[src/rtl/core/hfma_pkg.sv]
// Shared types and constants for the Hall flux moving-average block.
`default_nettype none

package hfma_pkg;

    localparam int SAMPLE_W = 10;
    localparam int GAIN_W   = 16;
    localparam int FLUX_W   = 19;
    localparam int SUM_W    = 24;
    localparam int PROD_W   = 28;

    typedef logic [SAMPLE_W-1:0]        sample_t;
    typedef logic [GAIN_W-1:0]          gain_t;
    typedef logic signed [FLUX_W-1:0]   flux_t;
    typedef logic signed [SUM_W-1:0]    sum_t;
    typedef logic signed [PROD_W-1:0]   prod_t;

    localparam flux_t FLUX_MAX = 19'sh3FFFF;
    localparam flux_t FLUX_MIN = 19'sh40000;

    localparam sample_t ZERO_OFFSET_RST = 10'd512;
    localparam gain_t   GAIN_Q16_RST    = 16'd42821;

    // Register indexes on the configuration port (byte address / 4).
    localparam logic REG_ZERO_OFFSET = 1'b0;
    localparam logic REG_GAIN_Q16    = 1'b1;

    // Load strobes for the two stages of the mean divider.
    typedef struct packed {
        logic load_mul;
        logic load_out;
    } hfma_div_ctl_t;

endpackage

`default_nettype wire

[src/rtl/core/hfma_ring.sv]
// History ring of flux values with its running window sum.
`default_nettype none

module hfma_ring #(
    parameter int WINDOW = 25
) (
    input  wire                 aclk,
    input  wire                 aresetn,
    input  wire                 upd,
    input  wire hfma_pkg::flux_t flux,
    output hfma_pkg::sum_t      sum
);
    import hfma_pkg::*;

    localparam int SLOT_W = (WINDOW > 1) ? $clog2(WINDOW) : 1;
    localparam logic [SLOT_W-1:0] LAST_SLOT = SLOT_W'(WINDOW - 1);

    flux_t             ring_reg [WINDOW];
    logic [SLOT_W-1:0] slot_reg;
    logic [SLOT_W-1:0] slot_next;
    sum_t              sum_reg;
    sum_t              sum_next;

    always_comb begin
        sum_next  = sum_reg - SUM_W'(ring_reg[slot_reg]) + SUM_W'(flux);
        slot_next = (slot_reg == LAST_SLOT) ? '0 : slot_reg + 1'b1;
    end

    always_ff @(posedge aclk) begin
        if (!aresetn) begin
            for (int i = 0; i < WINDOW; i++) begin
                ring_reg[i] <= '0;
            end
            slot_reg <= '0;
            sum_reg  <= '0;
        end else if (upd) begin
            ring_reg[slot_reg] <= flux;
            slot_reg           <= slot_next;
            sum_reg            <= sum_next;
        end
    end

    assign sum = sum_reg;

    // The write slot never leaves the ring.
    a_slot_range: assert property (@(posedge aclk) disable iff (!aresetn)
        slot_reg <= LAST_SLOT)
        else $error("ring slot out of range");

    // Without an update the sum and slot hold.
    a_hold: assert property (@(posedge aclk) disable iff (!aresetn)
        !upd |=> $stable(sum_reg) && $stable(slot_reg))
        else $error("ring state changed without an update");

    // An update moves the slot on by one place, wrapping at the end.
    a_advance: assert property (@(posedge aclk) disable iff (!aresetn)
        upd |=> slot_reg == $past(slot_next))
        else $error("ring slot did not advance");

endmodule

`default_nettype wire

[config.mk]
export PLATFORM = sky130hd
export DESIGN_NAME = hfma_ring
export DESIGN_NICKNAME = d
export VERILOG_FILES = /design/src/rtl/core/hfma_pkg.sv /design/src/rtl/core/hfma_ring.sv
export SDC_FILE = /design/constraint.sdc
export NUM_CORES = 1
export LEC_CHECK = 0
export ABC_AREA = 1
export BUFFER_PORTS_ARGS = -buffer_cell sky130_fd_sc_hd__buf_4
export CORE_AREA = 8 8 206 248
export CTS_BUF_LIST = sky130_fd_sc_hd__clkbuf_8
export DETAILED_ROUTE_END_ITERATION = 10
export DIE_AREA = 0 0 214 256
export GPL_TIMING_DRIVEN = 1
export PLACE_DENSITY = 0.81
export SETUP_SLACK_MARGIN = 0.5
export SYNTH_ARGS = -nofsm -noshare
export SYNTH_HDL_FRONTEND = slang
export SYNTH_SLANG_ARGS = --single-unit
[constraint.sdc]
create_clock -name aclk -period 3.7 [get_ports aclk]
set_input_delay 0.37 -clock aclk [delete_from_list [all_inputs] [get_ports aclk]]
set_output_delay 0.37 -clock aclk [all_outputs]
set_load 0.03 [all_outputs]
* Yosys cells after proc, flatten, opt, wreduce, memory -nomap -nowiden
Memory sizes are Yosys's and may differ from the RTL's. A register that Yosys moved wholly into a read port is not among the register bits.
Index checks and enable logic that the tools add are counted.
** Storage, ports and cells
- Memory bits (writable) :: 475
- Input port bits :: 22
- Memories kept :: 1
- Output and inout bits :: 24
- Bits in registers :: 29
- Logic and storage cells :: 18
** Memories
- ring_reg :: depth 25, width 19, read ports 1, clocked after memory_dff 1, wr ports 25, line hfma_ring.sv:18 : flux_t ring_reg [WINDOW];
** Operators by class
- Add/sub/neg operators :: 3
- Mux-type cells :: 10
- Reductions and logical operators :: 1
- Eq/ne operators :: 1
** Operators by type and width (count)
- adder 24 x 19 -> 24 bit :: 1
- subtractor 24 x 19 -> 24 bit :: 1
- two-way mux 5 bit :: 4
- two-way mux 19 bit :: 1
- OR reduction 19 bit :: 1
- adder 5 x 1 -> 5 bit, second input constant :: 1
- equality test 5 bit, second input constant :: 1
- two-way mux 1 bit :: 5

* Depth between registers and ports, before layout
Gate-level depths: netlist of the first run.
- Depth after elaboration :: 5
- Depth in mapped cells :: 26
- Gate-level depth less buffers :: 22

* Least setup slack after synthesis of the first run
Ideal clock, no wire load.
- Path type :: reg2reg
- Start point :: reg (tool-made name)
- End point :: reg sum_reg[15] (netlist: sum[15])
- Setup slack :: 611 ps
- Arrival time :: 2975 ps
- Path buffers :: 3
- Stages on the path, launching flop included :: 19
- Setup time :: 114 ps
- Clock period less this slack :: 3089 ps
- Data required time :: 3586 ps
- Path through :: dfxtp_1 > clkbuf_1 > buf_2 > buf_1 > o221ai_1 > nand3_1 > nand2_1 > nand2_1 > nand2_1 > fa_1 > inv_1 > ha_1 > or2_2 > nand3_1 > nand2_1 > a21oi_1 > nor2_1 > o21bai_1 > inv_1
** RTL lines
- end signal: assignment :: line hfma_ring.sv:39 : sum_reg <= sum_next;
- end: declaration :: line hfma_ring.sv:21 : sum_t sum_reg;

==> results of run 1 <==
## final cells by class
type / instances / share of cell area
sequential: 642 / 0.5144
multi-input combinational: 1860 / 0.2978
timing repair buffer: 324 / 0.09579
clock buffer: 98 / 0.03662
tap: 630 / 0.02140
inverter: 199 / 0.02072
clock inverter: 76 / 0.01226
timing repair inverter: 2 / 0.0007473
antenna: 5 / 0.0003397
## metal layers
metal / GRT usage / vias up / wire length [um]
met3: 0.08487 / 421 / 14520
li1: - / 10504 / -
met2: 0.5348 / 2190 / 47080
met4: 0.2422 / 2 / 7704
met1: 0.4368 / 11830 / 34340
met5: 0 / - / 38
## worst paths after layout
path | end | slack (ns) | cells after the start | from
max | sum[23]$_SDFFE_PN0P_ | 0.1 | 23 | flip-flop
max reg2reg | sum[23]$_SDFFE_PN0P_ | 0.1 | 23 | flip-flop
min reg2reg | sum[0]$_SDFFE_PN0P_ | 0.50 | 2 | sum[0]$_SDFFE_PN0P_
min | sum[1]$_SDFFE_PN0P_ | 0.08 | 3 | aresetn
## through the flow
step           power (uW)  hold WS, ns  setup TNS, ns
3_3_place_gp        13250       0.4907         -1.070
6_report            20490      0.08009              0
4_1_cts             19770      0.04740              0
3_5_place_dp        13310       0.4915         -1.634
5_1_grt             21210      0.06453       -0.05397
2_1_floorplan       11340       0.4689              0
## logic make-up after synthesis
logic type | share of synthesized area
AOI/OAI and AO/OA | 0.1204
and+or+nand+nor | 0.1636
adders and majority gates | 0.02725
DFF | 0.6269
buffers and inverters | 0.05898
xor gates and xnor gates | 0.002899
## worst min-delay path: stages
cell and delay (ns):
buf_4 0.22, o21ai_0 0.11, a21oi_1 0.04
## power groups by stage
stage	Clock (uW)	Combinational (uW)	Sequential, uW
after floorplan	0	2710	8630
after global placement	0	4740	8510
after detailed placement	0	4800	8520
after CTS	5590	5810	8370
after global routing	5900	6910	8400
final	5650	6460	8390
## timing repair
action	in CTS	in global routing
gates cloned	14	13
pin swaps	59	89
hold buffers	20	0
resized for setup	251	194
setup buffers	26	10
setup endpoints to repair	23	22
endpoints found under the hold margin	134	0
## layout by cell type, fill, tap and decap left out, drive strengths merged, types with 4 or more instances in the layout
cell	synthesis	routed
nor2	814	814
edfxtp	608	608
nand2	320	320
buf	98	288
inv	178	203
o21ai	169	169
o21bai	153	153
o221ai	133	133
nand3	112	112
clkbuf	131	110
clkinv	21	65
a21oi	36	36
dfxtp	34	34
ha	29	29
fa	23	23
dlygate4sd3	0	20
o21a	19	19
o211ai	19	19
nor3	11	11
xor2	7	7
nand4	6	6
diode	0	5
clkinvlp	0	5
bufinv	0	4
bufbuf	0	4
==> results.cfg, run 1 <==
[status]
outcome = finished, final reports clean

[sta]
relSlewSlack = 0.1122
final_hold_viol_count = 0
max_freq_mhz = 277.8
grt_setup_unrepaired = true
setup_ws_ns = 0.09975
fin_skew_ns = 0.04475
setup_viol = 0
period_minus_slack_ns = 3.600
post-route-period-util = 0.9730
slew_viol_final = 0
worst_pin_slew_ns = 1.324

[final_layout]
design_area_mm2 = 0.03684
largest_reg_flops = 608
regArea_mm2 = 0.01895
final_util = 0.7798
multiInputGateArea_mm2 = 0.01097
layout.nets = 3200
drive_gt1_frac = 0.2340
areaGrowthSynthToFinish_pct = 21.93
instances_no_fill = 3836
num-fill-cells = 2698

[floorplan]
std_cell_rows = 88
die_area_mm2 = 0.05478
core_area_mm2 = 0.04724
fp.dieW_um = 214
start_util = 0.6396
io_pins = 46
die_h_um = 256

[clock_network]
cts_sinks = 642
cts_root_buf = clkbuf_8
clkSlewWorstSetupHoldPaths_ns = 0.07
clk_latency_ns = 0.74
numCtsBuffers = 97
cts_tree = built
clk_path_buf_depth = 3
cts_htree_levels = 3

[drt]
ant_nets = 0
via_per_inst = 6.503
drt-initial-drc-count = 4249
first_pass_iters = 6
wl_mm = 103.7
drc_errors = 0
wl_per_cell_um = 27.03
vias = 24947

[setup_path]
path_class = reg -> reg
cp_num_buf_inv = 7
path_cells = buf_12 -> inv_16 -> buf_16 -> buf_16 -> o21bai_2 -> o211ai_1 -> nand3_1 -> nand2_2 -> nand2_1 -> nand2_2 -> fa_1 -> inv_2 -> ha_4 -> nand2_4 -> inv_1 -> a21oi_2 -> nand2_4 -> nand2_2 -> nand3_1 -> nand2_1 -> nand3_1 -> nand2_1 -> inv_1
end_kind = flip-flop
max_stage_delay_ns = 0.43
cp-start-kind = flip-flop
cp_top_family = simple AND/OR/NAND/NOR gates
cp.arrival_ns = 4.20
critPathRequiredTime_ns = 4.30
path_max_fanout = 13
crit_path_top_delay_cell = fa_1

[synth]
syn_inst = 2930
yosysTopAreaCell = edfxtp_1
synth_area_mm2 = 0.03021
synth.most_common_cell = nor2_1
synth-edff-count = 608
synth_ff_type = edfxtp_1
yosysWarnings = 0
synth_commonest_cells = 812 x nor2_1, 608 x edfxtp_1, 320 x nand2_1
synthesis.nets = 3004
synth_top_cell_area_share = 0.6043
synthArstFlopShare = 0
avgSynthCellArea_um2 = 10.31
synth_seq_area_share = 0.6269
ys_types = 33
netlist_top_cells_area = edfxtp_1 60%, nor2_1 10%, nand2_1 4.0%
synth-seq-cells = 642

[placement]
dp.cells = 3574
place_ws_ns = -0.2810
dp_hpwl_mm = 60.33
dpl_cell_area_mm2 = 0.03217
place.gp.congestion = 0.9681
io_buffers = 45

[global_routing]
antenna_found_initial = 3
grt_first_pass_wirelength_mm = 145.3
grt_overflow = 0
grt_pass1_vias = 23967
grtUsageTotal = 0.3496
grt_max_degree = 50

[job]
drv_cap = 0

[power_and_ir_drop]
combPwrFrac = 0.315
p_leak_uw = 0.01447
p_seq_frac = 0.409
power.density_mw_per_mm2 = 556.4
p_int_uw = 13620
p_sw_frac = 0.3353
power_switching_uw = 6872
irDropWorstVdd_uv = 655.2
clkPwrFrac = 0.276

[worst_hold_path]
min_path_type = in -> reg
No activity file was read; power rests on OpenSTA's default activity.
==> inputs of run 2 (changes only) <==
Settings changed: RECOVER_POWER set to 50.
==> run 2 against run 1 <==
Effect of this change: the run now ends with max-capacitance violations, max-slew violations left; non-clock buffer count is the same; final area shrank 0.79%; combinational power shrank 1%; critical endpoint unchanged; largest cell class unchanged.
==> results.cfg, run 2 (synthesis gave the netlist of run 1 again) <==
[setup_path]
cp-start-kind = flip-flop
r2r.worst_path.cells = 21
max_stage_delay_ns = 0.43
crit_path_top_delay_cell = fa_1
path_cells = buf_16 -> buf_16 -> o21bai_2 -> o211ai_1 -> nand3_1 -> nand2_2 -> nand2_1 -> nand2_2 -> fa_1 -> inv_2 -> ha_4 -> nand2_4 -> inv_1 -> a21oi_2 -> nand2_4 -> nand2_2 -> nand3_1 -> nand2_1 -> nand3_1 -> nand2_1 -> inv_1
end_kind = flip-flop
cp_top_family = simple AND/OR/NAND/NOR gates
cp_num_buf_inv = 5
r2r_slack_ns = 0.09
path_max_fanout = 39
r2r_end = sum[23]$_SDFFE_PN0P_
path_class = reg -> reg
critPathRequiredTime_ns = 4.30
cp.arrival_ns = 4.21

[final_layout]
layout_common_cells = 773 x nor2_1, 608 x edfxtp_1, 227 x nand2_1, 179 x inv_1, 149 x buf_4
areaGrowthSynthToFinish_pct = 20.97
largest_reg_flops = 608
final_util = 0.7737
drive_gt1_frac = 0.2102
mostFrequentLayoutCell = nor2_1
design_area_mm2 = 0.03655
layout.nets = 3200

[sta]
setup_viol = 0
max_freq_mhz = 276.7
slew_viol_final = 66
holdWs_ns = 0.08242
period_minus_slack_ns = 3.614
final_hold_viol_count = 0
grt_setup_unrepaired = true
fin_skew_ns = 0.05433
worst_pin_slew_ns = 1.932
relSlewSlack = -0.2882
post-route-period-util = 0.9767

[clock_network]
cts_sinks = 642
cts_htree_levels = 3
clk_path_buf_depth = 3
clk_latency_ns = 0.74
numCtsBuffers = 97
clkSlewWorstSetupHoldPaths_ns = 0.07
cts_root_buf = clkbuf_8
cts_tree = built

[status]
failed_checks = max-capacitance violations, max-slew violations
outcome = finished, violations left

[floorplan]
io_pins = 46
start_util = 0.6396
die_h_um = 256
core_area_mm2 = 0.04724
std_cell_rows = 88
die_area_mm2 = 0.05478
fp.dieW_um = 214

[power_and_ir_drop]
p_int_uw = 13540
power.density_mw_per_mm2 = 558.5
power_switching_uw = 6871
clkPwrFrac = 0.277
combPwrFrac = 0.312
p_seq_frac = 0.411
p_leak_uw = 0.01421
p_sw_frac = 0.3366
irDropWorstVdd_uv = 626.6

[global_routing]
grt_max_degree = 50
antenna_found_initial = 3
grt_first_pass_wirelength_mm = 145.3
grt_pass1_vias = 23967
grtUsageTotal = 0.3496
grt_overflow = 0

[drt]
ant_nets = 0
wl_mm = 103.5
drc_errors = 0
via_per_inst = 6.488
drt-initial-drc-count = 4195
vias = 24868
first_pass_iters = 6
wl_per_cell_um = 27.01

[placement]
dpl_cell_area_mm2 = 0.03217
place.gp.congestion = 0.9681
io_buffers = 45
dp_hpwl_mm = 60.33

[worst_hold_path]
whs_endpoint = sum[1]$_SDFFE_PN0P_
whs_path_depth = 3
min_path_type = in -> reg
hold_start = aresetn

[job]
drv_cap = 4
-- run 2: power groups by stage --
stage | combinational [uW] | clock [uW] | sequential, uW
floorplan | 2710 | 0 | 8630
global placement | 4740 | 0 | 8510
detailed placement | 4800 | 0 | 8520
CTS | 5810 | 5590 | 8370
global route | 6830 | 5900 | 8400
finish | 6370 | 5660 | 8380
-- run 2: layout make-up --
cell class / instances / area, um2
fill: 2803 / 10690
tap: 630 / 788.3
clock inverter: 76 / 451.7
clock buffer: 98 / 1349
antenna: 2 / 5.005
timing repair inverter: 2 / 27.53
multi-input combinational: 1860 / 10960
inverter: 199 / 763.2
timing repair buffer: 324 / 3258
sequential: 642 / 18950
-- run 2: worst register-to-register path, stage by stage (launching register included) --
cell and delay (ns):
dfxtp_4 0.40, buf_16 0.18, buf_16 0.18, o21bai_2 0.25
o211ai_1 0.36, nand3_1 0.21, nand2_2 0.14, nand2_1 0.09
nand2_2 0.10, fa_1 0.43, inv_2 0.09, ha_4 0.22
nand2_4 0.09, inv_1 0.06, a21oi_2 0.17, nand2_4 0.10
nand2_2 0.07, nand3_1 0.07, nand2_1 0.06, nand3_1 0.07
nand2_1 0.08, inv_1 0.04
-- run 2: metrics by stage --
stage                     power [uW]  instances  worst slack [ns]  setup TNS, ns
after global placement         13250       3574           -0.2394         -1.070
after global routing           21130       3832          -0.02151       -0.05395
after floorplan                11340       2930            0.6114              0
final                          20410       3833           0.08611              0
after detailed placement       13310       3574           -0.2810         -1.634
after CTS                      19770       3808            0.2131              0
-- run 2: worst max-delay path by stage --
stage / startpoint / end / slack (ns) / depth (start not counted)
5_1_grt: flip-flop / sum[14]$_SDFFE_PN0P_ / -0.02 / 24
3_3_place_gp: flip-flop / sum[9]$_SDFFE_PN0P_ / -0.24 / 21
6_report: flip-flop / sum[23]$_SDFFE_PN0P_ / 0.09 / 21
3_5_place_dp: flip-flop / sum[9]$_SDFFE_PN0P_ / -0.28 / 21
4_1_cts: flip-flop / sum[23]$_SDFFE_PN0P_ / 0.21 / 23
2_1_floorplan: flip-flop / sum[15]$_SDFFE_PN0P_ / 0.61 / 18
-- run 2: layer usage --
layer,wire (um),global-route usage
met1,34320,0.4368
met3,14410,0.08487
met2,46920,0.5348
met4,7874,0.2422
met5,0,0
-- run 2: what timing repair did --
action | in CTS | in global routing
resized for setup | 251 | 194
pin swaps | 59 | 89
hold endpoints to repair | 134 | 0
setup buffers | 26 | 10
cloned | 14 | 13
hold buffers | 20 | 0
endpoints found under the setup margin | 23 | 22
